[src/tsdc_pkg.sv]
// shared types and constants of the tilt steered drive controller
package tsdc_pkg;

  localparam int SERVO_MID      = 2764;
  localparam int SERVO_HI       = 3474;
  localparam int PW_LEFT        = 2384;
  localparam int PW_MIN         = 2027;
  localparam int PW_NEUT        = 2764;
  localparam int MOVE_MARGIN    = 100;
  localparam int BUZZ_ON_TICKS  = 25;
  localparam int BUZZ_OFF_TICKS = 50;

  localparam int CFG_IDX_W  = 3;
  localparam int CFG_DATA_W = 12;

  localparam logic [1:0] LAST_SAMPLE = 2'd3;

  typedef enum logic [CFG_IDX_W-1:0] {
    REG_X_TILT_GAIN = 3'd0,
    REG_STEER_GAIN  = 3'd1,
    REG_OFFSET_X    = 3'd2,
    REG_OFFSET_Y    = 3'd3
  } tsdc_reg_t;

  typedef enum logic {
    FUNC_SAMPLE = 1'b0,
    FUNC_TICK   = 1'b1
  } tsdc_func_t;

  typedef struct packed {
    logic              func;
    logic signed [7:0] accel_x_high;
    logic signed [7:0] accel_y_high;
    logic [7:0]        pot_level;
    logic              drive_disable;
  } tsdc_in_t;

  typedef struct packed {
    logic        kind;
    logic [11:0] servo_width;
    logic [11:0] drive_width;
    logic        is_moving;
    logic        buzzer_sounding;
  } tsdc_out_t;

  typedef struct packed {
    logic [5:0]  x_tilt_gain;
    logic [11:0] steer_gain_q8_8;
    logic [9:0]  offset_x;
    logic [9:0]  offset_y;
  } tsdc_cfg_t;

endpackage

[src/tsdc_calc.sv]
// pulse width arithmetic: tilt, steering width, drive width and moving decision
module tsdc_calc (
  input  tsdc_pkg::tsdc_cfg_t cfg,
  input  logic signed [11:0]  sx,
  input  logic signed [11:0]  sy,
  input  logic [7:0]          pot_level,
  output logic [11:0]         servo_width,
  output logic [11:0]         drive_width,
  output logic                below_move
);

  logic signed [14:0] tx;
  logic signed [14:0] ty;
  logic [14:0]        atx;
  logic signed [27:0] steer_prod;
  logic signed [27:0] steer_bias;
  logic signed [19:0] steer_q;
  logic signed [21:0] servo_w;
  logic [13:0]        pot_mul;
  logic [5:0]         ky;
  logic signed [21:0] ky_ty;
  logic [20:0]        x_prod;
  logic signed [23:0] drive_w;

  // tilt = four times the sum, less the level offset
  assign tx = $signed({sx[11], sx, 2'b00}) - $signed({{5{cfg.offset_x[9]}}, cfg.offset_x});
  assign ty = $signed({sy[11], sy, 2'b00}) - $signed({{5{cfg.offset_y[9]}}, cfg.offset_y});
  assign atx = tx[14] ? 15'(-tx) : 15'(tx);

  // steering: q8.8 product, divided by 256 rounding toward zero
  assign steer_prod = $signed({1'b0, cfg.steer_gain_q8_8}) * tx;
  assign steer_bias = steer_prod + (steer_prod[27] ? 28'sd255 : 28'sd0);
  assign steer_q    = steer_bias[27:8];
  assign servo_w    = 22'(tsdc_pkg::SERVO_MID) - {{2{steer_q[19]}}, steer_q};

  always_comb begin
    if (servo_w > 22'(tsdc_pkg::SERVO_HI)) begin
      servo_width = 12'(tsdc_pkg::SERVO_HI);
    end else if (servo_w < 22'(tsdc_pkg::PW_LEFT)) begin
      servo_width = 12'(tsdc_pkg::PW_LEFT);
    end else begin
      servo_width = servo_w[11:0];
    end
  end

  // drive: y gain from the pot, less side tilt penalty
  assign pot_mul = 14'(pot_level) * 14'd50;
  assign ky      = pot_mul[13:8] + 6'd1;
  assign ky_ty   = $signed({1'b0, ky}) * ty;
  assign x_prod  = 21'(cfg.x_tilt_gain) * 21'(atx);
  assign drive_w = 24'(tsdc_pkg::PW_NEUT) + {{2{ky_ty[21]}}, ky_ty} - $signed({3'b000, x_prod});

  always_comb begin
    if (drive_w > 24'(tsdc_pkg::PW_NEUT)) begin
      drive_width = 12'(tsdc_pkg::PW_NEUT);
    end else if (drive_w < 24'(tsdc_pkg::PW_MIN)) begin
      drive_width = 12'(tsdc_pkg::PW_MIN);
    end else begin
      drive_width = drive_w[11:0];
    end
  end

  assign below_move = drive_width < 12'(tsdc_pkg::PW_NEUT - tsdc_pkg::MOVE_MARGIN);

endmodule

[src/tilt_steer_drive_controller.sv]
// top level of the tilt steered drive controller
// Takes one transaction every clock cycle, accelerometer samples and 20 ms ticks alike; a
// result appears in the output register in the cycle after the transaction that causes it
// (the fourth sample of each group, or any tick), and the input stalls only while that
// register holds a result that the receiver stalls. The accumulation, the pulse width
// arithmetic (four small multipliers and their clamps) and the buzzer counter all settle
// combinationally between acceptance and the output register. Configuration writes
// are always ready and take effect on the next sample.
module tilt_steer_drive_controller (
  input  logic                                 clk,
  input  logic                                 rst_n,
  input  logic                                 in_valid,
  output logic                                 in_stall,
  input  tsdc_pkg::tsdc_in_t                   in_data,
  output logic                                 out_valid,
  input  logic                                 out_stall,
  output tsdc_pkg::tsdc_out_t                  out_data,
  input  logic                                 cfg_valid,
  output logic                                 cfg_ready,
  input  logic [tsdc_pkg::CFG_IDX_W-1:0]       cfg_index,
  input  logic [tsdc_pkg::CFG_DATA_W-1:0]      cfg_data
);

  tsdc_pkg::tsdc_cfg_t cfg_r;

  logic [1:0]  sample_count_r, sample_count_nxt;
  logic [10:0] sum_x_r, sum_x_nxt;
  logic [10:0] sum_y_r, sum_y_nxt;
  logic        moving_r, moving_nxt;
  logic        phase_on_r, phase_on_nxt;
  logic [5:0]  buzz_ticks_r, buzz_ticks_nxt;
  logic        buzz_r, buzz_nxt;
  logic [11:0] last_servo_r, last_servo_nxt;
  logic [11:0] last_drive_r, last_drive_nxt;
  logic        out_valid_r, out_valid_nxt;
  tsdc_pkg::tsdc_out_t out_data_r, out_data_nxt;

  logic               in_accept;
  logic signed [11:0] sx;
  logic signed [11:0] sy;
  logic [11:0]        servo_calc;
  logic [11:0]        drive_calc;
  logic               below_move;
  logic [5:0]         ticks_inc;

  assign cfg_ready = 1'b1;

  always_ff @(posedge clk) begin
    if (!rst_n) begin
      cfg_r.x_tilt_gain     <= '0;
      cfg_r.steer_gain_q8_8 <= 12'd512;
      cfg_r.offset_x        <= '0;
      cfg_r.offset_y        <= '0;
    end else if (cfg_valid) begin
      unique case (cfg_index)
        tsdc_pkg::REG_X_TILT_GAIN: cfg_r.x_tilt_gain     <= cfg_data[5:0];
        tsdc_pkg::REG_STEER_GAIN:  cfg_r.steer_gain_q8_8 <= cfg_data[11:0];
        tsdc_pkg::REG_OFFSET_X:    cfg_r.offset_x        <= cfg_data[9:0];
        tsdc_pkg::REG_OFFSET_Y:    cfg_r.offset_y        <= cfg_data[9:0];
        default: ;
      endcase
    end
  end

  assign in_stall  = out_valid_r & out_stall;
  assign in_accept = in_valid & ~in_stall;

  assign sx = $signed({sum_x_r[10], sum_x_r}) + $signed({{4{in_data.accel_x_high[7]}},
                                                         in_data.accel_x_high});
  assign sy = $signed({sum_y_r[10], sum_y_r}) + $signed({{4{in_data.accel_y_high[7]}},
                                                         in_data.accel_y_high});

  tsdc_calc u_calc (
    .cfg         (cfg_r),
    .sx          (sx),
    .sy          (sy),
    .pot_level   (in_data.pot_level),
    .servo_width (servo_calc),
    .drive_width (drive_calc),
    .below_move  (below_move)
  );

  assign ticks_inc = (buzz_ticks_r == 6'd63) ? buzz_ticks_r : buzz_ticks_r + 6'd1;

  always_comb begin
    sample_count_nxt = sample_count_r;
    sum_x_nxt        = sum_x_r;
    sum_y_nxt        = sum_y_r;
    moving_nxt       = moving_r;
    phase_on_nxt     = phase_on_r;
    buzz_ticks_nxt   = buzz_ticks_r;
    buzz_nxt         = buzz_r;
    last_servo_nxt   = last_servo_r;
    last_drive_nxt   = last_drive_r;
    out_valid_nxt    = out_valid_r & out_stall;
    out_data_nxt     = out_data_r;

    if (in_accept) begin
      if (in_data.func == tsdc_pkg::FUNC_SAMPLE) begin
        if (sample_count_r != tsdc_pkg::LAST_SAMPLE) begin
          sum_x_nxt        = sx[10:0];
          sum_y_nxt        = sy[10:0];
          sample_count_nxt = sample_count_r + 2'd1;
        end else begin
          sample_count_nxt = '0;
          sum_x_nxt        = '0;
          sum_y_nxt        = '0;
          last_servo_nxt   = servo_calc;
          if (in_data.drive_disable) begin
            moving_nxt     = 1'b0;
            last_drive_nxt = 12'(tsdc_pkg::PW_NEUT);
          end else begin
            moving_nxt     = below_move;
            last_drive_nxt = drive_calc;
          end
          if (!moving_nxt) begin
            buzz_nxt       = 1'b0;
            buzz_ticks_nxt = '0;
          end
          out_valid_nxt = 1'b1;
        end
      end else begin
        if (moving_r) begin
          buzz_ticks_nxt = ticks_inc;
          if (phase_on_r && ticks_inc >= 6'(tsdc_pkg::BUZZ_ON_TICKS)) begin
            buzz_nxt       = 1'b0;
            phase_on_nxt   = 1'b0;
            buzz_ticks_nxt = '0;
          end else if (!phase_on_r && ticks_inc >= 6'(tsdc_pkg::BUZZ_OFF_TICKS)) begin
            buzz_nxt       = 1'b1;
            phase_on_nxt   = 1'b1;
            buzz_ticks_nxt = '0;
          end
        end else begin
          buzz_nxt       = 1'b0;
          buzz_ticks_nxt = '0;
        end
        out_valid_nxt = 1'b1;
      end
      out_data_nxt.kind            = in_data.func;
      out_data_nxt.servo_width     = last_servo_nxt;
      out_data_nxt.drive_width     = last_drive_nxt;
      out_data_nxt.is_moving       = moving_nxt;
      out_data_nxt.buzzer_sounding = buzz_nxt;
    end
  end

  always_ff @(posedge clk) begin
    if (!rst_n) begin
      sample_count_r <= '0;
      sum_x_r        <= '0;
      sum_y_r        <= '0;
      moving_r       <= 1'b0;
      phase_on_r     <= 1'b0;
      buzz_ticks_r   <= '0;
      buzz_r         <= 1'b0;
      last_servo_r   <= 12'(tsdc_pkg::SERVO_MID);
      last_drive_r   <= 12'(tsdc_pkg::PW_NEUT);
      out_valid_r    <= 1'b0;
    end else begin
      sample_count_r <= sample_count_nxt;
      sum_x_r        <= sum_x_nxt;
      sum_y_r        <= sum_y_nxt;
      moving_r       <= moving_nxt;
      phase_on_r     <= phase_on_nxt;
      buzz_ticks_r   <= buzz_ticks_nxt;
      buzz_r         <= buzz_nxt;
      last_servo_r   <= last_servo_nxt;
      last_drive_r   <= last_drive_nxt;
      out_valid_r    <= out_valid_nxt;
    end
  end

  always_ff @(posedge clk) begin
    out_data_r <= out_data_nxt;
  end

  assign out_valid = out_valid_r;
  assign out_data  = out_data_r;

  // buzzer can only sound while the car is moving
  a_buzz_needs_moving: assert property (@(posedge clk) disable iff (!rst_n)
    buzz_r |-> moving_r)
    else $error("buzzer on while not moving");

  // buzzer counter never passes the longer phase
  a_ticks_bounded: assert property (@(posedge clk) disable iff (!rst_n)
    buzz_ticks_r <= 6'(tsdc_pkg::BUZZ_OFF_TICKS))
    else $error("buzzer tick count out of range");

  a_servo_range: assert property (@(posedge clk) disable iff (!rst_n)
    out_valid_r |-> (out_data_r.servo_width >= 12'(tsdc_pkg::PW_LEFT) &&
                     out_data_r.servo_width <= 12'(tsdc_pkg::SERVO_HI)))
    else $error("steering width out of range");

  a_moving_drive: assert property (@(posedge clk) disable iff (!rst_n)
    (out_valid_r && out_data_r.is_moving) |->
      out_data_r.drive_width < 12'(tsdc_pkg::PW_NEUT - tsdc_pkg::MOVE_MARGIN))
    else $error("moving reported with drive near neutral");

  // a fourth sample returns the group counter to its start
  a_group_wrap: assert property (@(posedge clk) disable iff (!rst_n)
    (in_accept && in_data.func == tsdc_pkg::FUNC_SAMPLE &&
     sample_count_r == tsdc_pkg::LAST_SAMPLE) |=> (sample_count_r == 2'd0 && out_valid_r))
    else $error("sample group did not close");

endmodule
[config.mk]
export PLATFORM = sky130hd
export DESIGN_NAME = tilt_steer_drive_controller
export DESIGN_NICKNAME = d
export VERILOG_FILES = /design/src/tsdc_pkg.sv /design/src/tsdc_calc.sv /design/src/tilt_steer_drive_controller.sv
export SDC_FILE = /design/constraint.sdc
export NUM_CORES = 1
export LEC_CHECK = 0
export BUFFER_PORTS_ARGS = -buffer_cell sky130_fd_sc_hd__buf_2
export CAP_MARGIN = 0
export CORE_MARGIN = 2
export CORE_UTILIZATION = 40
export CTS_CLUSTER_DIAMETER = 100
export DETAILED_ROUTE_END_ITERATION = 7
export GPL_TIMING_DRIVEN = 0
export PLACE_DENSITY = 0.63
export SLEW_MARGIN = 20
export SYNTH_ARGS = -nofsm -noshare
export SYNTH_HDL_FRONTEND = slang
export SYNTH_HIERARCHICAL = 1
export SYNTH_SLANG_ARGS = --single-unit
[constraint.sdc]
create_clock -name clk -period 18.2 [get_ports clk]
set_clock_uncertainty 0.1 [all_clocks]
set_input_delay 3.64 -clock clk [delete_from_list [all_inputs] [get_ports clk]]
set_output_delay 3.64 -clock clk [all_outputs]
set_load 0.02 [all_outputs]
==> flow_summary_export.csv <==
group,metric,value,unit
outcome,status,"finished clean",
cts,clock_path_buffers,2,
timing,finalSetupViolations,0,
floorplanning,fp.dieW,246.3,µm
routing,drc,0,
timing,period_share,0.9431,
worst_setup_path,critPathTopFamily,"compound AO/OA/AOI/OAI gates",
worst_setup_path,cp.arrival,17.35,ns
worst_setup_path,cp_max_fo,12,
worst_setup_path,cp_num_buf_inv,8,
cts,clk_latency,0.43,ns
logic_synthesis,synth-edff-count,27,
routing,dr.first_iter.drc_count,1011,
cts,cts.clk_slew.worst_paths,0.06,ns
timing,max_freq,0.05826,GHz
global_route,gr-total-overflow,0,
logic_synthesis,ys.warnings.count,6,
timing,fin_ws,1.035,ns
floorplanning,initial_core_util,0.4056,
hold_path,min_path_type,"flip-flop to flip-flop",
worst_setup_path,cpMaxStageDelayCell,"fa_2",
logic_synthesis,synth_seq_cells,123,
cells_and_area,final_common_cell,"inv_1",
logic_synthesis,synth_ff_type,"dfxtp_1",
place,dp_slack,0.3963,ns
cts,numCtsBuffers,17,
worst_setup_path,slowest_delay,0.81,ns
routing,wirelength,57160,µm
logic_synthesis,synthesis.area,0.02349,mm²
cts,cts_tree,"built",
cts,root_buffer,"clkbuf_16",
worst_setup_path,start_kind,"input pin",
global_route,grt_max_degree,21,
cells_and_area,area_growth_syn_to_layout,8.576,%
timing,rsz0062_at_grt,"no",
global_route,track_usage,0.1958,
global_route,antenna_found_initial,6,
floorplanning,ios,76,
timing,drv_slew,0,
global_route,grt_pass1_wl,95570,µm
cells_and_area,drive_gt1_frac,0.06528,
routing,ant_nets,0,
place,dp_hpwl,48640,µm
cts,cts_sinks,123,
cts,htreeDepth,4,
floorplanning,core,0.05792,mm²
logic_synthesis,syn_inst,2789,
logic_synthesis,postSynthAreaPerCell,8.422,µm²
worst_setup_path,worstSetupPathType,"input pin to flip-flop",
routing,dr_total_vias,18870,
global_route,grt_pass1_vias,18900,
cells_and_area,fin_nets,3484,
place,place_congestion,0.8497,
timing,post-route-min-period,17.17,ns
worst_setup_path,cp-end-kind,"flip-flop",
floorplanning,die_area,0.06068,mm²
logic_synthesis,ys_seq_area_frac,0.1163,
flow_run,maxCapViolCount,0,
cells_and_area,mostFrequentLayoutCells,"inv_1 (497), fa_1 (317), nand2_1 (299)",
timing,setup_tns,0,ns
timing,worstMarginPinSlew,1.140,ns
logic_synthesis,synth_nets,3391,
routing,drt_first_pass_iters,5,
timing,relSlewSlack,0.2342,
routing,viasPerCell,5.150,
floorplanning,die_y,246.3,µm
floorplanning,num_rows,88,
routing,wl_per_cell,15.60,µm
timing,hold_violations,0,
logic_synthesis,synth.distinct_cells,111,
place,port_buffers,72,
logic_synthesis,async_flop_share,0,
worst_setup_path,required,18.38,ns
## registers in the layout, indices dropped and copies added, names as in the netlist
register        cells
cfg_r              38
out_data           27
last_drive_r       12
last_servo_r       12
sum_x_r            11
sum_y_r            11
buzz_ticks_r        6
sample_count_r      2
buzz_r              1
moving_r            1
out_valid           1
phase_on_r          1
## through the flow
stage	instances	hold WS [ns]	area, µm²	util
3_5_place_dp	3627	0.3467	24850	0.4291
2_1_floorplan	2789	0.3351	23490	-
3_3_place_gp	3626	0.3456	24810	0.4283
4_1_cts	3659	0.3549	25470	0.4397
5_1_grt	3661	0.3645	25500	0.4402
6_report	3664	0.3566	25500	0.4404
## Yosys cell counts (11+ instances only)
| cell | instances | share of area |
|---|---|---|
| xor2_1 | 49 | 0.018 |
| inv_1 | 497 | 0.079 |
| o211ai_1 | 14 | 0.0045 |
| o21a_1 | 18 | 0.0058 |
| mux2_2 | 13 | 0.0062 |
| edfxtp_1 | 27 | 0.035 |
| nand2b_1 | 41 | 0.011 |
| clkbuf_1 | 65 | 0.010 |
| a21oi_1 | 113 | 0.024 |
| xnor2_1 | 83 | 0.031 |
| o21bai_1 | 16 | 0.0051 |
| fa_1 | 318 | 0.27 |
| and2_1 | 126 | 0.034 |
| mux2i_1 | 13 | 0.0055 |
| nand2_1 | 299 | 0.048 |
| or3_1 | 21 | 0.0056 |
| ha_1 | 238 | 0.13 |
| nand3_1 | 45 | 0.0096 |
| and3_1 | 11 | 0.0029 |
| nor3_1 | 41 | 0.0087 |
| o21ai_0 | 90 | 0.019 |
| a21o_1 | 42 | 0.013 |
| dfxtp_1 | 96 | 0.082 |
| nor2b_1 | 80 | 0.021 |
| nor2_1 | 181 | 0.029 |
| a211oi_1 | 13 | 0.0042 |
| or2_2 | 11 | 0.0029 |
## worst paths after layout
check / startpoint / to / slack (ns) / depth (start not counted)
worst max-delay path: in_data[17] / last_servo_r[8] / 1.03 / 53
worst min-delay path: cfg_r[4] / cfg_r[4] / 0.36 / 2
worst max register to register: sum_x_r[0] / last_servo_r[8] / 4.04 / 52
worst min register to register: cfg_r[4] / cfg_r[4] / 0.36 / 2
## kinds of logic (layout without fill, tap and decap cells)
| kind of cell | after synthesis | in the layout | synth area share |
|---|---|---|---|
| buffers and inverters | 575 | 681 | 0.09364 |
| AOI/OAI and AO/OA | 450 | 450 | 0.1325 |
| muxes | 26 | 26 | 0.01177 |
| other | 2 | 6 | 0.0003197 |
| xor gates and xnor gates | 136 | 136 | 0.05279 |
| and+or+nand+nor | 921 | 921 | 0.1949 |
| DFF | 123 | 123 | 0.1163 |
| adders and majority gates | 556 | 556 | 0.3978 |
## cell type report
type / instances / area, µm²
flip-flops and latches: 123 / 2733
repair buffers: 74 / 395.4
clock buffers: 20 / 457.9
plain buffers: 76 / 327.8
diodes: 4 / 10.01
well taps: 765 / 957.2
clock inverters: 12 / 161.4
inverters: 499 / 1873
fillers: 5786 / 32410
multi-input cells: 2091 / 18590
## routing by layer
layer / vias to the layer above / global-route usage / share of wire
li1: 9237 / - / -
met1: 9209 / 0.2703 / 0.47
met2: 360 / 0.3301 / 0.47
met3: 64 / 0.01950 / 0.037
met4: 0 / 0.04518 / 0.021
met5: - / 0 / 0
## worst register-to-register path, delay by kind of cell, from the launching register on
family / cells / cell delay [ns]
fa+ha+maj: 11 / 4.56
compound gates: 22 / 4.91
simple gates: 10 / 2.13
flops: 1 / 0.33
mux: 1 / 0.27
xor+xnor: 1 / 0.43
buf+inv: 7 / 1.33
## timing repair
action	CTS	global route
resized for setup	0	3
setup endpoints to repair	0	34
hold buffers	0	0
buffers inserted	0	1
Power is left out: the tool's default activity adds up to more than one toggle a clock period on the data nets, which glitch-free logic cannot reach.
